## src/rtl/core/msr_pkg.sv

```systemverilog
// ----------------------------------------------------------------------------
// Minimal standard generator package
// Widths and constants shared by the seed generator core and its arithmetic
// units.
// ----------------------------------------------------------------------------
package msr_pkg;

	// Seed and result width.
	localparam int DATA_W = 31;

	// Multiplier constant width and product width.
	localparam int MULT_W = 15;
	localparam int PROD_W = DATA_W + MULT_W;

	// Counter width for the bit-serial divider (one quotient bit per cycle).
	localparam int DIV_CNT_W = $clog2(DATA_W + 1);

	// Modulus 2^31-1 and the minimal standard multiplier.
	localparam logic [DATA_W-1:0] MOD_P  = 31'h7FFF_FFFF;
	localparam logic [MULT_W-1:0] MULT_A = 15'd16807;

	// Command codes.
	localparam logic CMD_DRAW = 1'b0;
	localparam logic CMD_LOAD = 1'b1;

endpackage

```

## src/rtl/core/msr_mulmod.sv

```systemverilog
// ----------------------------------------------------------------------------
// Modular multiplier
// Computes operand * 16807 mod 2^31-1 in two registered steps: a multiply,
// then a fold of the high bits onto the low bits with one final correction.
// ----------------------------------------------------------------------------
module msr_mulmod (
	input  logic                       clk,
	input  logic                       arst_n,
	input  logic                       start,
	input  logic [msr_pkg::DATA_W-1:0] operand,
	output logic                       done,
	output logic [msr_pkg::DATA_W-1:0] result
);
	import msr_pkg::*;

	logic              v_s1;
	logic [PROD_W-1:0] prod_s1;
	logic              done_q;
	logic [DATA_W-1:0] result_q;
	logic [DATA_W:0]   fold_sum;
	logic [DATA_W-1:0] fold_res;

	// Valid tracking through the two steps.
	always_ff @(posedge clk or negedge arst_n) begin
		if (!arst_n) begin
			v_s1   <= 1'b0;
			done_q <= 1'b0;
		end else begin
			v_s1   <= start;
			done_q <= v_s1;
		end
	end

	// Since 2^31 is 1 mod P, the high part folds onto the low part.
	always_comb begin
		fold_sum = {1'b0, prod_s1[DATA_W-1:0]} + (DATA_W+1)'(prod_s1[PROD_W-1:DATA_W]);
		if (fold_sum >= {1'b0, MOD_P}) begin
			fold_res = DATA_W'(fold_sum - {1'b0, MOD_P});
		end else begin
			fold_res = fold_sum[DATA_W-1:0];
		end
	end

	// Product and reduced result registers.
	always_ff @(posedge clk) begin
		if (start) begin
			prod_s1 <= PROD_W'(operand) * PROD_W'(MULT_A);
		end
		if (v_s1) begin
			result_q <= fold_res;
		end
	end

	assign done   = done_q;
	assign result = result_q;

endmodule

```

## src/rtl/core/msr_div.sv

```systemverilog
// ----------------------------------------------------------------------------
// Bit-serial divider
// Restoring unsigned division of two 31-bit values, one quotient bit per
// cycle. The divisor must be nonzero.
// ----------------------------------------------------------------------------
module msr_div (
	input  logic                       clk,
	input  logic                       arst_n,
	input  logic                       start,
	input  logic [msr_pkg::DATA_W-1:0] dividend,
	input  logic [msr_pkg::DATA_W-1:0] divisor,
	output logic                       done,
	output logic [msr_pkg::DATA_W-1:0] quotient
);
	import msr_pkg::*;

	logic                 busy_q;
	logic                 done_q;
	logic [DIV_CNT_W-1:0] cnt_q;
	logic [DATA_W-1:0]    rem_q;
	logic [DATA_W-1:0]    quo_q;
	logic [DATA_W-1:0]    dsr_q;
	logic [DATA_W:0]      trial;
	logic [DATA_W+1:0]    diff;
	logic                 fits;

	// One trial subtraction per cycle.
	always_comb begin
		trial = {rem_q, quo_q[DATA_W-1]};
		diff  = {1'b0, trial} - {2'b00, dsr_q};
		fits  = !diff[DATA_W+1];
	end

	// Control: busy flag, bit counter and completion pulse.
	always_ff @(posedge clk or negedge arst_n) begin
		if (!arst_n) begin
			busy_q <= 1'b0;
			done_q <= 1'b0;
			cnt_q  <= '0;
		end else begin
			done_q <= busy_q && !start && (cnt_q == DIV_CNT_W'(1));
			if (start) begin
				busy_q <= 1'b1;
				cnt_q  <= DIV_CNT_W'(DATA_W);
			end else if (busy_q) begin
				cnt_q <= cnt_q - DIV_CNT_W'(1);
				if (cnt_q == DIV_CNT_W'(1)) begin
					busy_q <= 1'b0;
				end
			end
		end
	end

	// Datapath: partial remainder and quotient shift register.
	always_ff @(posedge clk) begin
		if (start) begin
			rem_q <= '0;
			quo_q <= dividend;
			dsr_q <= divisor;
		end else if (busy_q) begin
			rem_q <= fits ? diff[DATA_W-1:0] : trial[DATA_W-1:0];
			quo_q <= {quo_q[DATA_W-2:0], fits};
		end
	end

	assign done     = done_q;
	assign quotient = quo_q;

endmodule

```

## src/rtl/core/minimal_standard_rng_draw_core.sv

```systemverilog
// ----------------------------------------------------------------------------
// Minimal standard random draw core
// Holds a minimal standard generator seed, loads it on command and draws
// selections.
// ----------------------------------------------------------------------------
// Usage:
// The input channel (in_valid, in_stall) carries command, seed_value and
// range. A load transfer replaces the seed and returns selected = 0 with the
// new seed. A draw transfer advances the seed STEPS_PER_DRAW times by
// seed*16807 mod 2^31-1, then returns 1 + seed / (P / range), or 0 when range
// is zero, together with the new seed.
// Each input transfer yields exactly one output transfer on (out_valid,
// out_stall) carrying selected and new_seed.
// A load goes from the input transfer straight to result delivery, and a draw
// with zero range skips both divisions. Each step runs on the two-stage modular
// multiplier, and each division runs on one shared bit-serial divider that
// produces the 31 quotient bits. One item is in work at a time; in_stall is
// high until the result is placed in the output register, so a new draw is
// not taken before the last one is finished.
// Reset sets the seed to 1 and empties the output register. When the receiver
// stalls, the output register holds its result; a finished item then waits
// until that register is free.
// ----------------------------------------------------------------------------
module minimal_standard_rng_draw_core #(
	parameter int STEPS_PER_DRAW = 5
) (
	input  logic                       clk,
	input  logic                       arst_n,
	input  logic                       in_valid,
	output logic                       in_stall,
	input  logic                       command,
	input  logic [msr_pkg::DATA_W-1:0] seed_value,
	input  logic [msr_pkg::DATA_W-1:0] range,
	output logic                       out_valid,
	input  logic                       out_stall,
	output logic [msr_pkg::DATA_W-1:0] selected,
	output logic [msr_pkg::DATA_W-1:0] new_seed
);
	import msr_pkg::*;

	localparam int CNT_W = $clog2(STEPS_PER_DRAW + 1);

	typedef enum logic [2:0] {
		ST_IDLE,
		ST_MUL,
		ST_DIV1,
		ST_DIV2,
		ST_FIN
	} state_t;

	state_t            state_q;
	logic [CNT_W-1:0]  cnt_q;
	logic [DATA_W-1:0] seed_q;
	logic [DATA_W-1:0] range_q;
	logic [DATA_W-1:0] quot_q;
	logic [DATA_W-1:0] sel_q;
	logic              mul_start_q;
	logic              div_start_q;
	logic              out_valid_q;
	logic [DATA_W-1:0] out_sel_q;
	logic [DATA_W-1:0] out_seed_q;

	logic              mul_done;
	logic [DATA_W-1:0] mul_res;
	logic              div_done;
	logic [DATA_W-1:0] div_quo;
	logic [DATA_W-1:0] div_dividend;
	logic [DATA_W-1:0] div_divisor;

	// Shared modular multiplier for the seed steps.
	msr_mulmod u_mulmod (
		.clk     (clk),
		.arst_n  (arst_n),
		.start   (mul_start_q),
		.operand (seed_q),
		.done    (mul_done),
		.result  (mul_res)
	);

	// First division gives P / range, the second divides the seed by it.
	assign div_dividend = (state_q == ST_DIV1) ? MOD_P : seed_q;
	assign div_divisor  = (state_q == ST_DIV1) ? range_q : quot_q;

	msr_div u_div (
		.clk      (clk),
		.arst_n   (arst_n),
		.start    (div_start_q),
		.dividend (div_dividend),
		.divisor  (div_divisor),
		.done     (div_done),
		.quotient (div_quo)
	);

	// Sequencer, seed register and output register.
	always_ff @(posedge clk or negedge arst_n) begin
		if (!arst_n) begin
			state_q     <= ST_IDLE;
			cnt_q       <= '0;
			seed_q      <= DATA_W'(1);
			range_q     <= '0;
			quot_q      <= '0;
			sel_q       <= '0;
			mul_start_q <= 1'b0;
			div_start_q <= 1'b0;
			out_valid_q <= 1'b0;
			out_sel_q   <= '0;
			out_seed_q  <= '0;
		end else begin
			// Start pulses: a new draw or another step, then each division.
			mul_start_q <= (state_q == ST_IDLE && in_valid && command == CMD_DRAW) ||
				(state_q == ST_MUL && mul_done && cnt_q != CNT_W'(1));
			div_start_q <= (state_q == ST_MUL && mul_done && cnt_q == CNT_W'(1) &&
				range_q != '0) || (state_q == ST_DIV1 && div_done);

			// Output valid is set when a result is placed and cleared on a transfer.
			if (state_q == ST_FIN && (!out_valid_q || !out_stall)) begin
				out_valid_q <= 1'b1;
			end else if (out_valid_q && !out_stall) begin
				out_valid_q <= 1'b0;
			end

			unique case (state_q)
				ST_IDLE: begin
					if (in_valid) begin
						if (command == CMD_LOAD) begin
							seed_q  <= seed_value;
							sel_q   <= '0;
							state_q <= ST_FIN;
						end else begin
							range_q <= range;
							cnt_q   <= CNT_W'(STEPS_PER_DRAW);
							state_q <= ST_MUL;
						end
					end
				end
				ST_MUL: begin
					if (mul_done) begin
						seed_q <= mul_res;
						if (cnt_q == CNT_W'(1)) begin
							if (range_q == '0) begin
								sel_q   <= '0;
								state_q <= ST_FIN;
							end else begin
								state_q <= ST_DIV1;
							end
						end else begin
							cnt_q <= cnt_q - CNT_W'(1);
						end
					end
				end
				ST_DIV1: begin
					if (div_done) begin
						quot_q  <= div_quo;
						state_q <= ST_DIV2;
					end
				end
				ST_DIV2: begin
					if (div_done) begin
						sel_q   <= div_quo + DATA_W'(1);
						state_q <= ST_FIN;
					end
				end
				ST_FIN: begin
					if (!out_valid_q || !out_stall) begin
						out_sel_q  <= sel_q;
						out_seed_q <= seed_q;
						state_q    <= ST_IDLE;
					end
				end
				default: begin
					state_q <= ST_IDLE;
				end
			endcase
		end
	end

	assign in_stall  = (state_q != ST_IDLE);
	assign out_valid = out_valid_q;
	assign selected  = out_sel_q;
	assign new_seed  = out_seed_q;

`ifndef SYNTHESIS
	// A load transfer goes straight to result delivery.
	a_load_to_fin: assert property (@(posedge clk) disable iff (!arst_n)
		(in_valid && !in_stall && command == CMD_LOAD) |=> state_q == ST_FIN)
		else $error("load did not go to result delivery");

	// The multiplier only completes while the sequencer waits for it.
	a_mul_done_state: assert property (@(posedge clk) disable iff (!arst_n)
		mul_done |-> state_q == ST_MUL)
		else $error("multiplier completed outside the step phase");

	// The divider only completes during one of the two divisions.
	a_div_done_state: assert property (@(posedge clk) disable iff (!arst_n)
		div_done |-> (state_q == ST_DIV1 || state_q == ST_DIV2))
		else $error("divider completed outside a division phase");

	// Leaving result delivery always fills the output register.
	a_fin_fills_out: assert property (@(posedge clk) disable iff (!arst_n)
		(state_q == ST_FIN && (!out_valid_q || !out_stall)) |=> out_valid_q)
		else $error("result not placed in the output register");
`endif

endmodule
```

## config.mk

```make
export PLATFORM = sky130hd
export DESIGN_NAME = minimal_standard_rng_draw_core
export DESIGN_NICKNAME = d
export VERILOG_FILES = /design/src/rtl/core/msr_pkg.sv /design/src/rtl/core/msr_mulmod.sv /design/src/rtl/core/msr_div.sv /design/src/rtl/core/minimal_standard_rng_draw_core.sv
export SDC_FILE = /design/constraint.sdc
export NUM_CORES = 1
export LEC_CHECK = 0
export BUFFER_PORTS_ARGS = -buffer_cell sky130_fd_sc_hd__buf_4
export CORE_UTILIZATION = 30
export DETAILED_ROUTE_END_ITERATION = 16
export GPL_TIMING_DRIVEN = 0
export PLACE_DENSITY_LB_ADDON = 0.1
export SLEW_MARGIN = 20
export SYNTH_ARGS = -nofsm -noshare
export SYNTH_HDL_FRONTEND = slang
export SYNTH_SLANG_ARGS = --single-unit
export TNS_END_PERCENT = 50
```

## constraint.sdc

```tcl
create_clock -name clk -period 10.6 [get_ports clk]
set_input_delay 1.59 -clock clk [delete_from_list [all_inputs] [get_ports clk]]
set_output_delay 1.59 -clock clk [all_outputs]
set_load 0.01 [all_outputs]
```

* Word-level counts from Yosys, hierarchy flattened
Cells that the tools add are included.
** Word-level totals
- Flip-flop bits (word level) :: 374
- Input bits :: 67
- Output and inout bits :: 64
- Logic and storage cells :: 118
** Operators by class
- Bitwise logic cells :: 1
- Add/subtract/negate cells :: 6
- Multiply operators :: 1
- Equal/unequal tests :: 17
- Muxes and demuxes :: 38
- Order comparisons :: 1
- Reduce and logical (&&, ||, !) cells :: 33
** Operator list (number)
- two-way mux 31 bit :: 15
- one-hot mux 31 bit (3 select lines) :: 1
- one-hot mux 31 bit (2 select lines) :: 1
- multiplier 31 x 15 -> 46 bit (second input constant) :: 1
- two-way mux 3 bit :: 12
- subtractor 32 x 31 -> 33 bit :: 1
- adder 31 x 15 -> 32 bit :: 1
- greater-or-equal comparator 32 x 31 -> 1 bit (second input constant) :: 1
- adder 31 x 1 -> 31 bit (second input constant) :: 1
- zero test 31 bit :: 1
- nonzero test 31 bit :: 1
- subtractor 31 bit (second input constant) :: 1
- one-hot mux 3 bit (5 select lines) :: 1
- inequality test 2 x 1 -> 1 bit (second input constant) :: 6
- logical AND 1 bit :: 11
- two-way mux 5 bit :: 2
- inequality test 2 bit (second input constant) :: 4
- AND reduction 7 bit :: 1
- == test 3 x 1 -> 1 bit (second input constant) :: 2
- == test 3 x 2 -> 1 bit (second input constant) :: 2
- one-hot mux 3 bit (2 select lines) :: 1
- AND reduction 6 bit :: 1
- nonzero test 2 bit :: 3
- nonzero test 3 bit :: 2
- 14 further kinds :: 24

* Depth between registers and ports, before layout
- Word-level depth :: 5
- Mapped depth :: 23
- Depth with buffers taken out :: 23

* Cells and area by module
From an unflattened synthesis, not the netlist that was laid out.
** Unflattened totals
- Cells, all modules :: 2476
- Area, all modules :: 26442.9 sq um
** Modules (own cells, without submodules)
- msr_mulmod :: area each 11913.9 sq um, cells each 1238, times used 1, seq. area each 2362.3 sq um
- minimal_standard_rng_draw_core :: area each 8762.2 sq um, cells each 688, times used 1, seq. area each 4880.9 sq um
- msr_div :: area each 5766.8 sq um, cells each 550, times used 1, seq. area each 2657.5 sq um

* Worst setup path before layout
OpenSTA, ideal clock, no wires.
- Path type :: reg-to-reg
- Start point :: register seed_q[11]
- End point :: register u_mulmod.prod_s1[43] (data pin)
- Clock period less this slack :: 5.957 ns
- Slack :: 4.643 ns
- Data arrival time :: 5.694 ns
- Buffers on the path :: 0
- Data required time :: 10.338 ns
- Cell stages (with the launch flop) :: 24
- Library setup time :: 0.262 ns
- Cells stage by stage :: dfrtp_1 -> inv_1 -> fa_1 -> inv_1 -> ha_1 -> inv_1 -> fa_1 -> inv_1 -> ha_1 -> fa_1 -> inv_1 -> fa_1 -> inv_1 -> ha_1 -> and3_1 -> and2_1 -> a31oi_1 -> a2111oi_0 -> nor3_2 -> o21ai_1 -> a211o_1 -> a21o_1 -> a311oi_2 -> xnor2_1
** On the way
- Longest elaborated chain between the ends :: 1
** RTL lines
- start: declaration :: line minimal_standard_rng_draw_core.sv:53 : logic [DATA_W-1:0] seed_q;
- start signal: assignment :: line minimal_standard_rng_draw_core.sv:126 : seed_q <= seed_value;
- start signal: assignment :: line minimal_standard_rng_draw_core.sv:138 : seed_q <= mul_res;
- multiplier 31 x 15 -> 46 bit :: line msr_mulmod.sv:47 : prod_s1 <= PROD_W'(operand) * PROD_W'(MULT_A);
- end signal: assignment :: line msr_mulmod.sv:47
- end: declaration :: line msr_mulmod.sv:17 : logic [PROD_W-1:0] prod_s1;
Every way passes these cells.
A chain may end at the register's enable or synchronous reset.

* Final worst setup path
- Start point :: register seed_q[21]
- End point :: register u_mulmod.prod_s1[41] (data pin)
Same word-level chain as after synthesis.

==> summary.txt <==
Setup path
  • Crit start category: flip-flop
  • FF-to-FF setup slack: 3210 ps
  • CP arrival: 7720 ps
  • Req. time, crit path: 10,920 ps
  • Crit-path max FO: 8
  • Origin of the worst setup path: seed_q[21]
  • Crit end category: flip-flop
  • Crit Path Class: reg -> reg
  • Reg-to-reg critical path startpoint: seed_q[21]

Synthesis
  • Synth top area share: 20.1%
  • Ranking of synthesized cells by area: dfrtp_1 (20%), edfxtp_1 (16%), ha_1 (12%), fa_1 (11%), mux2_2 (5.7%)
  • Mean Syn Cell Area: 10.4 µm²
  • #FFs+latches synth: 374
  • Asr flop ratio synth: 54.5%
  • Netlist cell types: 69
  • Post-synth top area cell: dfrtp_1
  • Primary FF master, synth: dfrtp_1
  • Syn Nets: 2,878
  • Number of synthesized flops with an enable pin: 139
  • Post-Synthesis Cells: 2,437
  • Yosys Warn Count: 0
  • Synth Cell Area: 25,300 µm²
  • Sequential share of the synthesized area: 39.1%

STA
  • Final total negative setup slack: 0 ps
  • Fmax: 135 MHz
  • Worst slew pin tran: 1030 ps
  • Unrepaired setup endpoints after global routing: false
  • Final setup viols: 0
  • Period utilisation layout: 69.7%
  • Hold Vio Cnt, Final: 0
  • Period minus WS final: 7390 ps
  • Slew Viols, Final: 0
  • Max-slew headroom: 31.0%
  • Setup Skew: 13.1 ps

Outcome
  • Outcome: complete, no violations

Floorplanning
  • Die span in y: 292 µm
  • Die area: 85,500 µm²
  • Initial Utilization: 30.3%
  • CORE AREA: 83,600 µm²
  • FP Rows: 106
  • Die width: 292 µm
  • Ports: 131

Flow run
  • Maxcap violations: 0

Clocking
  • Total CTS buffers: 47
  • Setup Buffers After CTS: 0
  • Clock root buffer: clkbuf_16
  • Cts-stage hold buffer count: 0
  • CTS max path bufs: 3
  • Post-CTS sizing: 0
  • Worst-Skew Late Latency: 580 ps
  • Number of H-tree levels: 2
  • Worst-path clk slew: 60 ps
  • Clk sinks: 374
  • CTS tree: built

Detailed routing
  • Initial drt markers: 844
  • DR vias: 17,900
  • Via density: 4.80
  • Routed wire per std cell: 19.5 µm
  • Drt pass-1 iters: 5
  • Post-route ant nets: 0
  • Routed wl met3: 2.28 mm
  • Met1 Wirelength: 32.2 mm
  • Routed WL: 73.1 mm
  • Wire length on met2: 36.3 mm
  • Post-route DRC: 0
  • Max layer used: met4

Worst hold path
  • HP Class: reg -> reg
  • Hold path startpoint: sel_q[11]

Finish
  • Nets@finish: 3,063
  • # diodes: 0
  • Area Growth Syn to Fin: 16.0%
  • Layout cells sized above 1: 13.7%

GRT
  • Antenna violations before repair: 2
  • Largest net degree at the start of global routing: 81
  • Gr ovfl total: 0
  • First-pass GRT wire length: 114 mm
  • GRT Total Usage: 17.5%
  • Via count of the first global-routing pass: 18,900

Placed design
  • RePlAce Congestion: 0.850
  • Post-DP HPWL: 57.8 mm
  • PortBufs: 130
==> registers in the layout (all words and copies together), names as in the netlist <==
| name | count |
|---|---|
| range_q | 31 |
| quot_q | 31 |
| cnt_q | 3 |
| new_seed | 31 |
| seed_q | 31 |
| u_mulmod.prod_s1 | 46 |
| u_div.quotient | 31 |
| u_div.busy_q | 1 |
| u_div.done | 1 |
| state_q | 3 |
| sel_q | 31 |
| div_start_q | 1 |
| u_div.cnt_q | 5 |
| u_div.dsr_q | 31 |
| mul_start_q | 1 |
| u_mulmod.v_s1 | 1 |
| u_div.rem_q | 31 |
| u_mulmod.result | 31 |
| selected | 31 |
| out_valid | 1 |
| u_mulmod.done | 1 |
==> metal layers <==
metal  up-vias  GRT usage [%]
met3        97           2.44
met1      8909           22.3
li1       8666              -
met2       266           30.4
met5         -              0
met4         0           5.54
==> metrics by stage <==
| step | hold slack [ps] | cells | worst slack, ps | utilization, % | instance area [µm²] |
|---|---|---|---|---|---|
| 4_1_cts | 482 | 3740 | 3120 | 35.1 | 29300 |
| 6_report | 479 | 3740 | 3210 | 35.1 | 29300 |
| 2_1_floorplan | 446 | 2437 | 4640 | - | 25300 |
| 3_5_place_dp | 469 | 3653 | 3110 | 33.3 | 27800 |
| 3_3_place_gp | 464 | 3647 | 3240 | 33.1 | 27600 |
| 5_1_grt | 515 | 3740 | 2860 | 35.1 | 29300 |
==> final timing paths <==
path / end / depth (start not counted)
worst max-delay path: u_mulmod.prod_s1[41] / 22
worst min-delay path: sel_q[11] / 2
worst max register to register: u_mulmod.prod_s1[41] / 22
worst min register to register: sel_q[11] / 2
max in group asynchronous: range_q[19] / 2
min in group asynchronous: new_seed[6] / 1
==> cell families (layout without fill, tap and decap cells) <==
kind of cell,after synthesis,count (layout),synth area share [%]
compound gates,438,438,10.4
xor+xnor,139,139,4.81
fa+ha+maj,374,374,22.5
buf+inv,423,646,6.34
flops,374,374,39.1
mux,177,177,7.65
simple gates,512,512,9.21
==> critical path, stage by stage, from the launching register on <==
cell	delay (ps)
dfrtp_1	750
inv_1	240
fa_1	530
inv_1	40
ha_1	260
inv_1	50
fa_1	490
inv_1	50
fa_1	470
fa_1	550
inv_1	60
fa_1	530
inv_1	40
ha_1	360
and3_1	270
nand3_1	130
a2111oi_0	830
nor3_2	220
o21ba_2	290
o21ai_0	480
a221o_1	240
a21oi_1	80
xnor2_1	140
==> layout make-up <==
cell class	count	area [µm²]
plain buffers	72	287
clock buffers	63	1290
clock inverters	24	253
fillers	8479	54200
inverters	351	1320
multi-input cells	1640	13800
flip-flops and latches	374	9900
well taps	1080	1350
repair buffers	136	1140
==> cells in the mapped netlist (all sizes together), types with 9 or more instances <==
cell / count
mux2i: 47
nand4: 21
xor2: 54
edfxtp: 139
nand3: 37
nor4: 11
fa: 135
inv: 350
nor2: 185
o21a: 9
and3: 21
o211ai: 19
o21ai: 131
a31oi: 10
nor2b: 10
a211oi: 40
dfrtp: 203
nand2b: 19
buf: 14
nand2: 154
dfxtp: 31
mux2: 130
ha: 239
and2: 13
clkbuf: 58
a21o: 33
nor3: 22
xnor2: 85
a21oi: 156
==> layout by cell type (no fill, tap or decap), types with 47 or more instances in the layout <==
master     instances
clkbuf_16         48
fa_1             135
clkbuf_1          70
buf_4            130
nand2_1          153
o21ai_0          124
inv_1            350
a21oi_1          155
nor2_1           185
xor2_1            54
edfxtp_1         139
ha_1             239
dfrtp_1          200
xnor2_1           85
mux2_2           129
mux2i_1           47
Power is left out: the tool's default activity adds up to more than one toggle a clock period on the data nets, which glitch-free logic cannot reach.
